--- src/assert_macros.svh ---
// Assertion helpers shared by the RTL. Synthesis sees empty bodies.
`ifndef ASSERT_MACROS_SVH
`define ASSERT_MACROS_SVH

`ifndef SYNTHESIS

// Same-cycle implication, disabled while reset is asserted.
`define RIST_ASSERT_IMPL(name, clk, rst_n, ante, cons) \
    name: assert property (@(posedge clk) disable iff (!rst_n) (ante) |-> (cons)) \
        else $error("rist assertion failed");

// Next-cycle implication, disabled while reset is asserted.
`define RIST_ASSERT_NEXT(name, clk, rst_n, ante, cons) \
    name: assert property (@(posedge clk) disable iff (!rst_n) (ante) |=> (cons)) \
        else $error("rist assertion failed");

`else

`define RIST_ASSERT_IMPL(name, clk, rst_n, ante, cons)
`define RIST_ASSERT_NEXT(name, clk, rst_n, ante, cons)

`endif

`endif

--- src/rist_pkg.sv ---
`default_nettype none

package rist_pkg;

    localparam int unsigned ACTION_W = 2;
    localparam int unsigned INODE_W  = 16;
    localparam int unsigned SLOT_W   = 5;
    localparam int unsigned REF_W    = 8;
    localparam int unsigned STATUS_W = 3;

    // Request action codes.
    localparam logic [ACTION_W-1:0] ACT_GET   = 2'd0;
    localparam logic [ACTION_W-1:0] ACT_PUT   = 2'd1;
    localparam logic [ACTION_W-1:0] ACT_CLEAR = 2'd2;

    // Result status codes.
    localparam logic [STATUS_W-1:0] ST_HIT         = 3'd0;
    localparam logic [STATUS_W-1:0] ST_CLAIMED     = 3'd1;
    localparam logic [STATUS_W-1:0] ST_FULL        = 3'd2;
    localparam logic [STATUS_W-1:0] ST_PUT_DONE    = 3'd3;
    localparam logic [STATUS_W-1:0] ST_PUT_IGNORED = 3'd4;
    localparam logic [STATUS_W-1:0] ST_CLEARED     = 3'd5;
    localparam logic [STATUS_W-1:0] ST_SATURATED   = 3'd6;

    localparam logic [REF_W-1:0] REF_MAX = 8'hFF;
    localparam logic [REF_W-1:0] REF_ONE = 8'h01;

    typedef struct packed {
        logic [ACTION_W-1:0] action;
        logic [INODE_W-1:0]  inode_number;
        logic [SLOT_W-1:0]   slot_index;
    } t_req;

    typedef struct packed {
        logic [STATUS_W-1:0] status;
        logic [SLOT_W-1:0]   slot;
        logic [REF_W-1:0]    ref_total;
        logic                write_back;
        logic [INODE_W-1:0]  slot_inode;
    } t_rsp;

    // Commands from the controller to the datapath.
    typedef struct packed {
        logic accept;
        logic scan;
        logic get_upd;
        logic put_rd;
        logic put_upd;
        logic clear;
        logic emit;
    } t_cmd;

    // Status from the datapath to the controller.
    typedef struct packed {
        logic found;
        logic scan_end;
        logic out_free;
    } t_sts;

endpackage

`default_nettype wire

--- src/rist_if.sv ---
`default_nettype none

interface rist_req_if;
    logic              valid;
    logic              ready;
    rist_pkg::t_req    payload;

    modport source (output valid, output payload, input ready);
    modport sink   (input valid, input payload, output ready);
endinterface

interface rist_rsp_if;
    logic              valid;
    logic              ready;
    rist_pkg::t_rsp    payload;

    modport source (output valid, output payload, input ready);
    modport sink   (input valid, input payload, output ready);
endinterface

`default_nettype wire

--- src/rist_ctrl.sv ---
`default_nettype none

module rist_ctrl (
    input  logic                            i_clk,
    input  logic                            i_rst_n,
    input  logic                            i_req_valid,
    input  logic [rist_pkg::ACTION_W-1:0]   i_action,
    input  rist_pkg::t_sts                  i_sts,
    output logic                            o_req_ready,
    output rist_pkg::t_cmd                  o_cmd
);

    typedef enum logic [2:0] {
        S_IDLE,
        S_SCAN,
        S_GET_UPD,
        S_PUT_RD,
        S_PUT_UPD,
        S_CLEAR,
        S_EMIT
    } t_state;

    t_state r_state;
    t_state n_state;

    always_comb begin
        n_state = r_state;
        o_cmd   = '0;
        unique case (r_state)
            S_IDLE: begin
                o_cmd.accept = i_req_valid;
                if (i_req_valid) begin
                    unique case (i_action)
                        rist_pkg::ACT_GET:   n_state = S_SCAN;
                        rist_pkg::ACT_PUT:   n_state = S_PUT_RD;
                        rist_pkg::ACT_CLEAR: n_state = S_CLEAR;
                        default:             n_state = S_IDLE;
                    endcase
                end
            end
            S_SCAN: begin
                o_cmd.scan = 1'b1;
                if (i_sts.found || i_sts.scan_end) begin
                    n_state = S_GET_UPD;
                end
            end
            S_GET_UPD: begin
                o_cmd.get_upd = 1'b1;
                n_state       = S_EMIT;
            end
            S_PUT_RD: begin
                o_cmd.put_rd = 1'b1;
                n_state      = S_PUT_UPD;
            end
            S_PUT_UPD: begin
                o_cmd.put_upd = 1'b1;
                n_state       = S_EMIT;
            end
            S_CLEAR: begin
                o_cmd.clear = 1'b1;
                n_state     = S_EMIT;
            end
            S_EMIT: begin
                o_cmd.emit = i_sts.out_free;
                if (i_sts.out_free) begin
                    n_state = S_IDLE;
                end
            end
            default: n_state = S_IDLE;
        endcase
    end

    always_ff @(posedge i_clk) begin
        if (!i_rst_n) begin
            r_state <= S_IDLE;
        end else begin
            r_state <= n_state;
        end
    end

    assign o_req_ready = (r_state == S_IDLE);

endmodule

`default_nettype wire

--- src/rist_datapath.sv ---
`default_nettype none
`include "assert_macros.svh"

module rist_datapath #(
    parameter int unsigned SLOTS = 32
) (
    input  logic            i_clk,
    input  logic            i_rst_n,
    input  rist_pkg::t_cmd  i_cmd,
    output rist_pkg::t_sts  o_sts,
    input  rist_pkg::t_req  i_req,
    output logic            o_rsp_valid,
    input  logic            i_rsp_ready,
    output rist_pkg::t_rsp  o_rsp
);

    localparam int unsigned IW = (SLOTS > 1) ? $clog2(SLOTS) : 1;
    localparam int unsigned CW = $clog2(SLOTS + 1);
    localparam logic [IW-1:0] LAST_IDX = IW'(SLOTS - 1);
    localparam logic [CW-1:0] SLOTS_C  = CW'(SLOTS);

    // Slot storage: one read port and one write port per memory.
    logic [rist_pkg::INODE_W-1:0] r_mem_inode [SLOTS];
    logic [rist_pkg::REF_W-1:0]   r_mem_refs  [SLOTS];
    logic [rist_pkg::INODE_W-1:0] r_rd_inode;
    logic [rist_pkg::REF_W-1:0]   r_rd_refs;

    // A slot is live from its claim until a put drops its count to zero, a clear or reset.
    logic [SLOTS-1:0]             r_live;

    rist_pkg::t_req               r_req;
    rist_pkg::t_rsp               r_res;
    rist_pkg::t_rsp               n_res;
    rist_pkg::t_rsp               r_out;
    logic                         r_out_valid;

    // Scan state.
    logic [CW-1:0]                r_scan_addr;
    logic                         r_cmp_valid;
    logic [IW-1:0]                r_cmp_idx;
    logic                         r_found;
    logic [IW-1:0]                r_hit_idx;
    logic [rist_pkg::REF_W-1:0]   r_hit_refs;
    logic                         r_free_found;
    logic [IW-1:0]                r_free_idx;
    logic                         r_scan_end;

    logic                         rd_en;
    logic [IW-1:0]                rd_addr;
    logic [IW-1:0]                put_idx;
    logic                         put_ok;
    logic                         cmp_hit;
    logic                         wr_refs_en;
    logic                         wr_inode_en;
    logic [IW-1:0]                wr_addr;
    logic [rist_pkg::REF_W-1:0]   wr_refs;
    logic                         live_set;
    logic                         live_clr;
    logic [rist_pkg::REF_W-1:0]   dec_refs;

    assign put_idx  = IW'(r_req.slot_index);
    assign put_ok   = (32'(r_req.slot_index) < SLOTS) && r_live[put_idx];
    assign cmp_hit  = r_live[r_cmp_idx] && (r_rd_inode == r_req.inode_number);
    assign dec_refs = r_rd_refs - rist_pkg::REF_W'(1);

    always_comb begin
        rd_addr = i_cmd.put_rd ? put_idx : r_scan_addr[IW-1:0];
        rd_en   = i_cmd.put_rd || (i_cmd.scan && (r_scan_addr < SLOTS_C));
    end

    always_comb begin
        n_res       = r_res;
        wr_refs_en  = 1'b0;
        wr_inode_en = 1'b0;
        wr_addr     = r_hit_idx;
        wr_refs     = '0;
        live_set    = 1'b0;
        live_clr    = 1'b0;
        if (i_cmd.get_upd) begin
            if (r_found) begin
                n_res.slot       = rist_pkg::SLOT_W'(r_hit_idx);
                n_res.write_back = 1'b0;
                n_res.slot_inode = r_req.inode_number;
                if (r_hit_refs == rist_pkg::REF_MAX) begin
                    n_res.status    = rist_pkg::ST_SATURATED;
                    n_res.ref_total = rist_pkg::REF_MAX;
                end else begin
                    wr_refs_en      = 1'b1;
                    wr_refs         = r_hit_refs + rist_pkg::REF_W'(1);
                    n_res.status    = rist_pkg::ST_HIT;
                    n_res.ref_total = wr_refs;
                end
            end else if (r_free_found) begin
                wr_addr          = r_free_idx;
                wr_refs_en       = 1'b1;
                wr_inode_en      = 1'b1;
                wr_refs          = rist_pkg::REF_ONE;
                live_set         = 1'b1;
                n_res.status     = rist_pkg::ST_CLAIMED;
                n_res.slot       = rist_pkg::SLOT_W'(r_free_idx);
                n_res.ref_total  = rist_pkg::REF_ONE;
                n_res.write_back = 1'b0;
                n_res.slot_inode = r_req.inode_number;
            end else begin
                n_res        = '0;
                n_res.status = rist_pkg::ST_FULL;
            end
        end else if (i_cmd.put_upd) begin
            n_res      = '0;
            n_res.slot = r_req.slot_index;
            if (put_ok) begin
                wr_addr          = put_idx;
                wr_refs_en       = 1'b1;
                wr_refs          = dec_refs;
                live_clr         = (dec_refs == '0);
                n_res.status     = rist_pkg::ST_PUT_DONE;
                n_res.ref_total  = dec_refs;
                n_res.write_back = (dec_refs == '0);
                n_res.slot_inode = r_rd_inode;
            end else begin
                n_res.status = rist_pkg::ST_PUT_IGNORED;
            end
        end else if (i_cmd.clear) begin
            n_res        = '0;
            n_res.status = rist_pkg::ST_CLEARED;
        end
    end

    always_ff @(posedge i_clk) begin
        if (rd_en) begin
            r_rd_inode <= r_mem_inode[rd_addr];
            r_rd_refs  <= r_mem_refs[rd_addr];
        end
        if (wr_refs_en) begin
            r_mem_refs[wr_addr] <= wr_refs;
        end
        if (wr_inode_en) begin
            r_mem_inode[wr_addr] <= r_req.inode_number;
        end
    end

    always_ff @(posedge i_clk) begin
        if (!i_rst_n || i_cmd.clear) begin
            r_live <= '0;
        end else begin
            if (live_set) begin
                r_live[wr_addr] <= 1'b1;
            end
            if (live_clr) begin
                r_live[wr_addr] <= 1'b0;
            end
        end
    end

    always_ff @(posedge i_clk) begin
        if (i_cmd.accept) begin
            r_req <= i_req;
        end
        r_res <= n_res;
    end

    always_ff @(posedge i_clk) begin
        if (!i_rst_n || i_cmd.accept) begin
            r_scan_addr  <= '0;
            r_cmp_valid  <= 1'b0;
            r_found      <= 1'b0;
            r_free_found <= 1'b0;
            r_scan_end   <= 1'b0;
        end else if (i_cmd.scan) begin
            if (r_scan_addr < SLOTS_C) begin
                r_scan_addr <= r_scan_addr + CW'(1);
                r_cmp_valid <= 1'b1;
                r_cmp_idx   <= r_scan_addr[IW-1:0];
            end else begin
                r_cmp_valid <= 1'b0;
            end
            if (r_cmp_valid && !r_found) begin
                if (cmp_hit) begin
                    r_found    <= 1'b1;
                    r_hit_idx  <= r_cmp_idx;
                    r_hit_refs <= r_rd_refs;
                end
                if (!r_live[r_cmp_idx] && !r_free_found) begin
                    r_free_found <= 1'b1;
                    r_free_idx   <= r_cmp_idx;
                end
                if (r_cmp_idx == LAST_IDX) begin
                    r_scan_end <= 1'b1;
                end
            end
        end
    end

    always_ff @(posedge i_clk) begin
        if (!i_rst_n) begin
            r_out_valid <= 1'b0;
        end else if (i_cmd.emit) begin
            r_out_valid <= 1'b1;
        end else if (i_rsp_ready) begin
            r_out_valid <= 1'b0;
        end
    end

    always_ff @(posedge i_clk) begin
        if (i_cmd.emit) begin
            r_out <= r_res;
        end
    end

    assign o_sts.found    = r_found;
    assign o_sts.scan_end = r_scan_end;
    assign o_sts.out_free = !r_out_valid || i_rsp_ready;
    assign o_rsp_valid    = r_out_valid;
    assign o_rsp          = r_out;

    `RIST_ASSERT_IMPL(a_no_overwrite, i_clk, i_rst_n, i_cmd.emit, !r_out_valid || i_rsp_ready)
    `RIST_ASSERT_NEXT(a_clear_empties, i_clk, i_rst_n, i_cmd.clear, r_live == '0)
    `RIST_ASSERT_IMPL(a_hit_live, i_clk, i_rst_n, i_cmd.get_upd && r_found, r_live[r_hit_idx])
    `RIST_ASSERT_IMPL(a_wb_zero, i_clk, i_rst_n, r_out_valid && r_out.write_back,
        (r_out.ref_total == '0) && (r_out.status == rist_pkg::ST_PUT_DONE))

endmodule

`default_nettype wire

--- src/refcounted_inode_slot_table.sv ---
// Requests are handled one at a time. A get scans the slots in order, one slot per cycle, and
// stops early on a hit; a put reads and updates its slot; a clear drops every live bit. The
// result then waits in the controller until the output register is free or being drained.
// A new request is taken while the previous result still waits in the output register.
// Reset (synchronous, active low) empties every slot; inode numbers stay unset until claimed.
`default_nettype none

module refcounted_inode_slot_table #(
    parameter int unsigned SLOTS = 32
) (
    input  logic         i_clk,
    input  logic         i_rst_n,
    rist_req_if.sink     i_req,
    rist_rsp_if.source   o_rsp
);

    // The controller sequences each request: a get walks the slots in order until
    // a hit or the last slot, looking for a live slot holding the requested inode
    // while remembering the lowest free slot; a put reads its slot once and writes
    // the new count back if the slot is live; a clear drops all live bits at once.
    // The datapath owns the slot memories, the live bits and the result registers.
    rist_pkg::t_cmd cmd;
    rist_pkg::t_sts sts;
    logic           req_ready;
    logic           rsp_valid;
    rist_pkg::t_rsp rsp_payload;

    rist_ctrl u_ctrl (
        .i_clk       (i_clk),
        .i_rst_n     (i_rst_n),
        .i_req_valid (i_req.valid),
        .i_action    (i_req.payload.action),
        .i_sts       (sts),
        .o_req_ready (req_ready),
        .o_cmd       (cmd)
    );

    rist_datapath #(
        .SLOTS (SLOTS)
    ) u_datapath (
        .i_clk       (i_clk),
        .i_rst_n     (i_rst_n),
        .i_cmd       (cmd),
        .o_sts       (sts),
        .i_req       (i_req.payload),
        .o_rsp_valid (rsp_valid),
        .i_rsp_ready (o_rsp.ready),
        .o_rsp       (rsp_payload)
    );

    // A request is accepted only while the controller is idle.
    assign i_req.ready   = req_ready;

    // Results leave from a registered output stage.
    assign o_rsp.valid   = rsp_valid;
    assign o_rsp.payload = rsp_payload;

endmodule

`default_nettype wire
--- src/flat_wrapper.sv ---
// flat-port wrapper written by rule: the top's interface ports become plain ports
module refcounted_inode_slot_table_flat 
#(
    parameter int unsigned SLOTS = 32
)
  (i_clk, i_rst_n, i_req_valid, i_req_payload, i_req_ready, o_rsp_valid, o_rsp_payload, o_rsp_ready);
  rist_req_if i_req_i ();
  rist_rsp_if o_rsp_i ();
  input  logic i_clk;
  input  logic i_rst_n;
  input wire logic [$bits(i_req_i.valid)-1:0] i_req_valid;
  input wire logic [$bits(i_req_i.payload)-1:0] i_req_payload;
  output wire logic [$bits(i_req_i.ready)-1:0] i_req_ready;
  output wire logic [$bits(o_rsp_i.valid)-1:0] o_rsp_valid;
  output wire logic [$bits(o_rsp_i.payload)-1:0] o_rsp_payload;
  input wire logic [$bits(o_rsp_i.ready)-1:0] o_rsp_ready;
  assign i_req_i.valid = i_req_valid;
  assign i_req_i.payload = i_req_payload;
  assign i_req_ready = i_req_i.ready;
  assign o_rsp_valid = o_rsp_i.valid;
  assign o_rsp_payload = o_rsp_i.payload;
  assign o_rsp_i.ready = o_rsp_ready;
  refcounted_inode_slot_table #(.SLOTS(SLOTS)) u_core (.i_clk(i_clk), .i_rst_n(i_rst_n), .i_req(i_req_i), .o_rsp(o_rsp_i));
endmodule
--- config.mk ---
export PLATFORM = sky130hd
export DESIGN_NAME = refcounted_inode_slot_table_flat
export DESIGN_NICKNAME = d
export VERILOG_FILES = /design/src/rist_pkg.sv /design/src/rist_if.sv /design/src/rist_ctrl.sv /design/src/rist_datapath.sv /design/src/refcounted_inode_slot_table.sv /design/src/flat_wrapper.sv
export VERILOG_INCLUDE_DIRS = /design/src /design/src/src
export SDC_FILE = /design/constraint.sdc
export NUM_CORES = 1
export LEC_CHECK = 0
export CAP_MARGIN = 40
export CORE_MARGIN = 5
export CORE_UTILIZATION = 44
export CTS_BUF_LIST = sky130_fd_sc_hd__clkbuf_16
export DETAILED_ROUTE_END_ITERATION = 10
export DONT_BUFFER_PORTS = 1
export SYNTH_ARGS = -nofsm -noshare
export SYNTH_HDL_FRONTEND = slang
export SYNTH_SLANG_ARGS = --single-unit
--- constraint.sdc ---
create_clock -name i_clk -period 3.1 [get_ports i_clk]
set_input_delay 0.465 -clock i_clk [delete_from_list [all_inputs] [get_ports i_clk]]
set_output_delay 0.465 -clock i_clk [all_outputs]
set_load 0.02 [all_outputs]
# --- After elaboration in Yosys (flattened, before gate mapping) ---
# Memory sizes are Yosys's and may differ from the RTL's. A register that Yosys moved wholly into a read port is not among the register bits.
# Index checks and enable logic that the tools add are counted.
classes:
  reduce_logical: 29
  eq_ne: 14
  mux: 60
  n_lt_le_gt_ge: 5
  addsub: 3
  n_bitwise: 4
ops:
  columns: ["op", "count"]
  rows:
  - ["$mux W33", 4]
  - ["$mux W32", 4]
  - ["$mux W8", 6]
  - ["$and A32 B32 Y32", 1]
  - ["$not A32 Y32", 1]
  - ["$or A32 B32 Y32", 1]
  - ["$mux W5", 6]
  - ["$mux W1", 29]
  - ["$mux W25", 1]
  - ["$lt A5 B6 Y1 const B", 3]
  - ["$eq A16 B16 Y1", 1]
  - ["$mux W3", 5]
  - ["$pmux W3 S5", 1]
  - ["$reduce_and A3 Y1", 5]
  - ["$bmux W1 S5", 2]
  - ["$eq A3 B3 Y1 const B", 3]
  - ["$pmux W3 S3", 1]
  - ["$add A8 B1 Y8 const B", 1]
  - ["$eq A8 B8 Y1 const B", 1]
  - ["$logic_not A8 Y1", 1]
  - ["$reduce_and A4 Y1", 2]
  - ["$sub A8 B1 Y8 const B", 1]
  - ["$add A6 B1 Y6 const B", 1]
  - ["$eq A3 B2 Y1 const B", 2]
  - ["18 further kinds", 32]
totals:
  ramBits: 768
  n_memories: 2
  ff_bits: 156
  elab_cells: 141
memory_table:
  columns: ["memory", "words", "word_bits", "read_ports", "rd_ports_with_merged_regs", "wr", "line_no", "text"]
  rows:
  - ["u_core.u_datapath.r_mem_inode", 32, 16, 1, 1, 1, "rist_datapath.sv:23", "logic [rist_pkg::INODE_W-1:0] r_mem_inode [SLOTS];"]
  - ["u_core.u_datapath.r_mem_refs", 32, 8, 1, 1, 1, "rist_datapath.sv:24", "logic [rist_pkg::REF_W-1:0] r_mem_refs [SLOTS];"]

# --- Depth between registers and ports, before layout ---
# Gate-level depths: netlist of run 1.
depth:
  word_depth: 14
  mapped_depth: 13

# --- Modules after synthesis ---
# A second synthesis of run 1 with hierarchy kept.
hier_totals:
  hier_cells: 2007
  hier_area_um2: 37458.4
by_module_without_submodules:
  columns: ["mod", "instances", "cells_per_inst", "area_each_um2", "seq_area_each_um2"]
  rows:
  - ["rist_datapath", 1, 1975, 37206.9, 27946.8]
  - ["rist_ctrl", 1, 32, 251.5, 60.1]

# --- Worst setup path after synthesis of run 1 ---
# Ideal clock, no wire load.
synth_path:
  kind: "register to register"
  startpoint: "reg u_core.u_datapath.r_req, in the netlist u_core.u_datapath.put_idx[0]"
  endpoint: "mem u_core.u_datapath.r_mem_refs[0][0] (netlist name), data pin"
  path_stages_with_launch: 8
  setup_ns: 0.454
  synth_period_minus_slack_ns: 3.437
  setup_slack_ns: -0.337
  required_time_ns: 2.646
  arrival_time_ns: 2.983
  path_cell_list: "edfxtp_1 buf_6 mux2i_1 mux4_2 o22ai_2 o31ai_1 buf_2 o21ai_0"
synth_between:
  elab_chain_len: 5
synth_lines:
  columns: ["item", "line_no", "text"]
  rows:
  - ["start: declaration", "rist_datapath.sv:31", "rist_pkg::t_req r_req;"]
  - ["start signal: assignment", "rist_datapath.sv:157", "r_req <= i_req;"]
  - ["$bmux W1 S5", "rist_datapath.sv:62", "assign put_ok = (32'(r_req.slot_index) < SLOTS) && r_live[put_idx];"]
  - ["$mux W1 (not written as such)", "rist_datapath.sv:62", null]
  - ["$mux W8", "rist_datapath.sv:111", "if (put_ok) begin"]
  - ["$mux W8", "rist_datapath.sv:108", "end else if (i_cmd.put_upd) begin"]
  - ["$mux W8", "rist_datapath.sv:79", "if (i_cmd.get_upd) begin"]
  - ["via u_core.u_datapath.wr_refs (one bit)", "rist_datapath.sv:56", "logic [rist_pkg::REF_W-1:0] wr_refs;"]
  - ["end: declaration", "rist_datapath.sv:24", null]
# The timed path passes the listed nets, and every way through them passes these cells. The select of a mux whose other input is x is not followed.

# --- Final worst setup path of run 1 ---
layout_path:
  startpoint: "reg u_core.u_datapath.r_req, in the netlist u_core.u_datapath.put_idx[0]"
  endpoint: "mem u_core.u_datapath.r_mem_refs[25][2] (netlist name) (enable)"
layout_between:
  elab_chain_len: 7
  word_cells_on_any_way: 10
  cone_classes: "mux (10)"
layout_lines:
  columns: ["item", "line_no", "text"]
  rows:
  - ["$bmux W1 S5", "rist_datapath.sv:62", null]
  - ["$mux W1 (not written as such)", "rist_datapath.sv:62", null]
  - ["$mux W1", "rist_datapath.sv:111", null]
  - ["$mux W1", "rist_datapath.sv:108", null]
  - ["$mux W1", "rist_datapath.sv:79", null]
  - ["$mux W1", "rist_datapath.sv:134", "if (wr_refs_en) begin"]
  - ["$mux W1 (not written as such)", "rist_datapath.sv:135", "r_mem_refs[wr_addr] <= wr_refs;"]
# Several ways; a longest one is shown, not always the timed one. The select of a mux whose other input is x is not followed.

==> flow_metrics.env, run 1 <==
export IMPL_clkSlewWorstSetupHoldPaths_ps=70
export IMPL_slowest_delay_ps=550
export IMPL_worstPathCellList="buf_12, mux2i_2, mux4_2, o22ai_4, buf_6, o31ai_4, and3_1, or4_4, buf_12, nor2_4"
export IMPL_crit_family="simple AND/OR/NAND/NOR gates"
export IMPL_met1_usage_pct=29.5
export IMPL_hp_start="i_rst_n"
export IMPL_htreeDepth=3
export IMPL_synth_ff_type="edfxtp_1"
export IMPL_period_share_pct=105
export IMPL_required_ps=3400
export IMPL_coreArea_sq_um=83800
export IMPL_routabilityCongestion=0.894
export IMPL_ys_types=63
export IMPL_synth_compound_area_share_pct=2.90
export IMPL_crit_buf_inv=3
export IMPL_worstMarginPinSlew_ps=706
export IMPL_avgViaCountPerCell=5.76
export IMPL_worstSetupEndpointType="flip-flop"
export IMPL_netlist_area_sq_um=37300
export IMPL_drive_above_1_share_pct=29.6
export IMPL_drtIter0Drc=1899
export IMPL_io_buffer_count=0
export IMPL_powerDensity_nw_per_um2=642
export IMPL_synth_edf_count=902
export IMPL_die_area_sq_um=90600
export IMPL_violations="negative setup slack"
export IMPL_cap_violations=0
export IMPL_startpoint="u_core.u_datapath.put_idx[0]"
export IMPL_area_delta_synth_final_pct=19.9
export IMPL_slew_headroom_pct=52.9
export IMPL_grt_total_usage_pct=20.7
export IMPL_grt_max_degree=53
export IMPL_dp_cells=3266
export IMPL_drcViolationCount=0
export IMPL_r2r_start="u_core.u_datapath.put_idx[0]"
export IMPL_clk_path_buf_depth=3
export IMPL_use_met3_pct=3.92
export IMPL_clock_sinks=948
export IMPL_use_met2_pct=32.9
export IMPL_p_leak_nw=14.6
export IMPL_synth_adder_area_share_pct=0.134
export IMPL_worstPathArrival_ps=3550
export IMPL_clock_fmax_ghz=0.308
export IMPL_synthMuxAreaShare_pct=13.0
export IMPL_whs_ps=50.7
export IMPL_diodes=0
export IMPL_dieHeight_um=301
export IMPL_syn_nets=2056
export IMPL_reg2reg_slack_ps=-150
export IMPL_outcome="finished, violations left"
export IMPL_cts_root_buffer="clkbuf_16"
export IMPL_grt_pass1_wl_mm=138
export IMPL_antenna_found_initial=3
export IMPL_synth_top_family_by_area="multiplexers"
export IMPL_final_common_cell="edfxtp_1"
export IMPL_clk_insertion_delay_late_ps=650
export IMPL_rsz0062_at_grt="true"
export IMPL_route_vias_total=20000
export IMPL_post_route_min_period_ps=3250
export IMPL_dp_hpwl_mm=59.5
export IMPL_grt_busiest_layer="met2"
export IMPL_final_cell_mix="902 x edfxtp_1, 256 x nand2_1, 205 x mux4_2"
export IMPL_power_mw=28.7
export IMPL_ir_drop_mv=0.398
export IMPL_rows=106
export IMPL_seq_area_frac_synth_pct=75.2
export IMPL_syn_avg_cell_area_sq_um=18.4
export IMPL_hp_class="primary input to flip-flop"
export IMPL_wl_per_cell_um=27.0
export IMPL_cp_common_cell="buf_12"
export IMPL_finalNonFillerCells=3465
export IMPL_yosysWarnings=0
export IMPL_slew_violations=0
export IMPL_synth_cells=2025
export IMPL_grt_overflow=0
export IMPL_hold_violations=0
export IMPL_die_w_um=301
export IMPL_cts_inserted_buffers=93
export IMPL_cp_slowest_cell="or4_4"
export IMPL_io_pin_count=62
export IMPL_async_flop_share_pct=0
export IMPL_cts_tree="yes"
export IMPL_crit_fanout=16
export IMPL_worst_slack_ps=-150
export IMPL_setup_viol=375
export IMPL_startpoint_type="flip-flop"
export IMPL_drt_pass1_iter_count=5
export IMPL_detail_route_antenna_nets=0
export IMPL_routed_wl_mm=93.7
export IMPL_layout_nets=2287
export IMPL_start_util_pct=44.5
export IMPL_worst_setup_path_type="flip-flop to flip-flop"
export IMPL_skew_ps=41.1
export IMPL_synth_simple_gate_area_share_pct=6.46
export IMPL_ys_ff_latch=948
export IMPL_first_global_vias=20100
export IMPL_yosys_area_share_xor_xnor_pct=0.752
[synth_stat cells, types with 10 or more instances]
cell type	count	area, sq um
a22o_1	19	166
buf_1	24	90.1
buf_2	25	125
buf_4	19	143
clkbuf_1	47	176
dfxtp_1	46	921
edfxtp_1	902	27100
mux2i_1	20	200
mux4_2	205	4620
nand2_1	256	961
nand2b_1	11	68.8
nand3_1	139	696
nor2_1	104	390
o21ai_0	37	185
o221a_1	10	113
o221a_2	23	259
xor2_1	24	210
[routing by layer]
layer / share of wire (%) / wire length (um)
met3: 6.9 / 6510
met4: 3.0 / 2810
met2: 48 / 44700
met1: 42 / 39600
met5: 0.027 / 25
[final cells by class]
class | instances | area (sq um)
Timing Repair Buffer | 253 | 2940
Clock inverter | 76 | 743
Sequential cell | 948 | 28000
Fill cell | 6542 | 39100
Clock buffer | 94 | 2350
Tap cell | 1134 | 1420
Inverter | 8 | 30.0
Multi-Input combinational cell | 952 | 9190
[where the power goes]
group | switching, mW | total (mW) | internal, mW
clock | 4.80 | 11.4 | 6.56
combinational | 1.60 | 2.62 | 1.02
sequential | 0.200 | 14.7 | 14.5
total | 6.60 | 28.7 | 22.1
[flip-flops by register name, indices dropped and copies added (netlist names), 3 cells and up]
register / cells
u_core.u_ctrl.r_state: 3
u_core.u_datapath.o_rsp: 33
u_core.u_datapath.put_idx: 5
u_core.u_datapath.r_cmp_idx: 5
u_core.u_datapath.r_free_idx: 5
u_core.u_datapath.r_hit_idx: 5
u_core.u_datapath.r_hit_refs: 8
u_core.u_datapath.r_live: 32
u_core.u_datapath.r_mem_inode: 512
u_core.u_datapath.r_mem_refs: 256
u_core.u_datapath.r_rd_inode: 16
u_core.u_datapath.r_rd_refs: 8
u_core.u_datapath.r_req: 16
u_core.u_datapath.r_res: 33
u_core.u_datapath.r_scan_addr: 6
[logic make-up after synthesis]
kind of cell	Yosys count
compound gates	134
xor+xnor	32
fa+ha+maj	4
buf+inv	125
flops	948
mux	228
simple gates	554
[through the flow]
stage                     setup slack [ps]  util [%]  TNS (ps)  cell area (sq um)
after floorplan                       -337         -    -76440              37500
after global placement                -143      48.9    -18750              41000
after detailed placement              -253      48.9    -74680              41000
after CTS                            -86.0      53.2     -5160              44600
after global routing                  -254      53.3    -82470              44700
final                                 -150      53.3    -16820              44700
[repair_timing]
action / 4_1_cts / 5_1_grt
hold endpoints to repair: 21 / 0
gates resized for setup: 55 / 20
pin swaps: 10 / 5
setup endpoints to repair: 724 / 788
cloned: 1 / 0
hold buffers: 21 / 0
buffers inserted: 6 / 1
[path summary, 6_finish.rpt]
check / to / cells past startpoint
max reg2reg: u_core.u_datapath.r_mem_refs[25][2] / 10
max: u_core.u_datapath.r_mem_refs[25][2] / 10
min reg2reg: u_core.u_datapath.o_rsp[8] / 0
min: u_core.u_ctrl.r_state[1] / 2
No activity file was read; power rests on OpenSTA's default activity.
==> run 2: changes to the inputs <==
CORE_UTILIZATION = 30   (was 44)
==> run 2 against run 1 <==
Net effect:
- the flow still finishes with violations (negative setup slack)
- clock power shrank 7%
- fmax grew 1.4%
- sequential power is essentially flat
- power shrank 2.6%
- clock skew shrank 8.7 ps
- core utilization shrank 17 points
- global-route usage shrank 6.4 points
- final cell count grew 15%
- critical path depth grew 1
- critical path type unchanged
- largest cell class unchanged
==> flow_metrics.env, run 2 (synthesized netlist as in run 1, its figures left out) <==
export IMPL_ir_drop_mv=0.506
export IMPL_io_pin_count=62
export IMPL_area_delta_synth_final_pct=21.1
export IMPL_fin_setup_tns_ps=-15180
export IMPL_powerDensity_nw_per_um2=619
export IMPL_fill_cells=11400
export IMPL_route_vias_total=19800
export IMPL_cap_violations=0
export IMPL_hp_class="primary input to flip-flop"
export IMPL_dieHeight_um=362
export IMPL_crit_fanout=15
export IMPL_grt_max_degree=69
export IMPL_routabilityCongestion=0.908
export IMPL_slowest_delay_ps=520
export IMPL_cts_inserted_buffers=88
export IMPL_power_frac_comb_pct=9.4
export IMPL_rows=129
export IMPL_pwr_share_seq_pct=52.7
export IMPL_cp_slowest_cell="mux4_2"
export IMPL_slew_violations=0
export IMPL_final_cell_mix="902 x edfxtp_1, 256 x nand2_1, 205 x mux4_2"
export IMPL_drt_pass1_iter_count=5
export IMPL_hold_violations=0
export IMPL_htreeDepth=3
export IMPL_post_dp_cell_area_sq_um=41700
export IMPL_power_switching_share_pct=23.3
export IMPL_p_leak_nw=14.6
export IMPL_start_util_pct=30.1
export IMPL_finalNonFillerCells=3978
export IMPL_layout_nets=2298
export IMPL_crit_buf_inv=3
export IMPL_clock_fmax_ghz=0.312
export IMPL_whs_ps=41.3
export IMPL_grt_overflow=0
export IMPL_max_flop_register="u_core.u_datapath.r_mem_inode"
export IMPL_grt_pass1_wl_mm=141
export IMPL_slew_headroom_pct=50.7
export IMPL_cp_num_cells=11
export IMPL_io_buffer_count=0
export IMPL_rsz0062_at_grt="true"
export IMPL_design_area_sq_um=45100
export IMPL_antenna_found_initial=1
export IMPL_hold_depth=3
export IMPL_worstPathCellList="buf_12, mux2i_1, mux4_2, o22ai_4, o31a_2, a22oi_2, and2_4, or4_4, buf_12, nor2_2, buf_6"
export IMPL_dp_cells=3783
export IMPL_drive_above_1_share_pct=29.6
export IMPL_worstMarginPinSlew_ps=740
export IMPL_clkSlewWorstSetupHoldPaths_ps=60
export IMPL_detail_route_antenna_nets=0
export IMPL_cts_tree="yes"
export IMPL_final_common_cell="edfxtp_1"
export IMPL_wl_per_cell_um=24.1
export IMPL_clock_sinks=948
export IMPL_clk_path_buf_depth=3
export IMPL_intPower_mw=21.4
export IMPL_drtIter0Drc=1917
export IMPL_pre_cts_ws_ps=-175
export IMPL_period_share_pct=103
export IMPL_startpoint_type="flip-flop"
export IMPL_largestRegisters="u_core.u_datapath.r_mem_inode: 512 flops, u_core.u_datapath.r_mem_refs: 256 flops"
export IMPL_clk_insertion_delay_late_ps=670
export IMPL_cts_root_buffer="clkbuf_16"
export IMPL_setup_viol=354
export IMPL_skew_ps=32.4
export IMPL_post_route_min_period_ps=3210
export IMPL_cp_common_cell="buf_12"
export IMPL_power_mw=27.9
export IMPL_drcViolationCount=0
export IMPL_routed_wl_mm=95.9
export IMPL_worst_slack_ps=-107
export IMPL_worstSetupEndpointType="flip-flop"
export IMPL_outcome="finished, violations left"
export IMPL_grt_total_usage_pct=14.4
export IMPL_switching_power_mw=6.50
export IMPL_first_global_vias=20600
export IMPL_largest_reg_flops=512
export IMPL_required_ps=3470
export IMPL_pwr_share_clk_pct=37.9
export IMPL_coreArea_sq_um=124000
export IMPL_worstPathArrival_ps=3580
export IMPL_diodes=0
export IMPL_violations="negative setup slack"
export IMPL_final_core_util_pct=36.5
export IMPL_reg2regPathDepth=11
export IMPL_die_w_um=362
export IMPL_avgViaCountPerCell=4.99
export IMPL_die_area_sq_um=131000
export IMPL_dp_hpwl_mm=61.9
export IMPL_worst_setup_path_type="flip-flop to flip-flop"
export IMPL_crit_family="simple AND/OR/NAND/NOR gates"
## run 2: cell count changes in the layout (fill, tap and decap cells not counted), moves of 4 or more
cell	previous run	this run
nor2_2	19	24
nor2_4	36	29
inv_1	25	31
clkbuf_16	95	89
buf_4	138	154
clkinvlp_4	8	3
bufinv_16	12	8
## run 2: area by class of cell
class	count	area, sq um	share of cell area (%)
sequential	948	28000	62.1
multi-input combinational	952	9150	20.3
timing repair buffer	269	3070	6.80
clock buffer	89	2230	4.94
tap	1637	2050	4.54
clock inverter	75	589	1.31
inverter	8	30.0	0.0666
## run 2: power by group through the flow
stage | Combinational, mW | Sequential [mW] | Clock, mW
after floorplan | 1.44 | 15.0 | 0
after global placement | 2.54 | 15.0 | 0
after detailed placement | 2.61 | 15.0 | 0
after CTS | 2.64 | 14.7 | 10.8
after global routing | 2.80 | 14.7 | 11.4
final | 2.61 | 14.7 | 10.6
## run 2: layer usage
layer / track usage, % / part of all wire, % / vias up
met4: 5.68 / 3.9 / 0
met5: 0 / 0 / -
met3: 2.01 / 5.6 / 169
met1: 19.3 / 42 / 10400
met2: 23.7 / 49 / 684
li1: - / - / 8566
## run 2: final timing paths
path	start	endpoint	slack, ps
worst max-delay path	u_core.u_datapath.put_idx[0]	u_core.u_datapath.r_mem_refs[13][3]	-110
worst min-delay path	i_req_payload[21]	u_core.u_ctrl.r_state[0]	40
worst max register to register	u_core.u_datapath.put_idx[0]	u_core.u_datapath.r_mem_refs[13][3]	-110
worst min register to register	u_core.u_datapath.r_res[31]	u_core.u_datapath.o_rsp[31]	420
## run 2: repair_timing
item / in CTS / in global routing
endpoints found under the hold margin: 23 / 0
setup endpoints to repair: 570 / 800
gates resized for setup: 46 / 13
cloned: 3 / 0
buffers inserted: 4 / 1
hold buffers: 23 / 0
pin swaps: 10 / 4
## run 2: worst register-to-register path, stage by stage (launching register included)
cell and delay (ps):
edfxtp_1 420, buf_12 180, mux2i_1 140, mux4_2 520, o22ai_4 210, o31a_2 190, a22oi_2 100, and2_4 180
or4_4 520, buf_12 180, nor2_2 140, buf_6 140
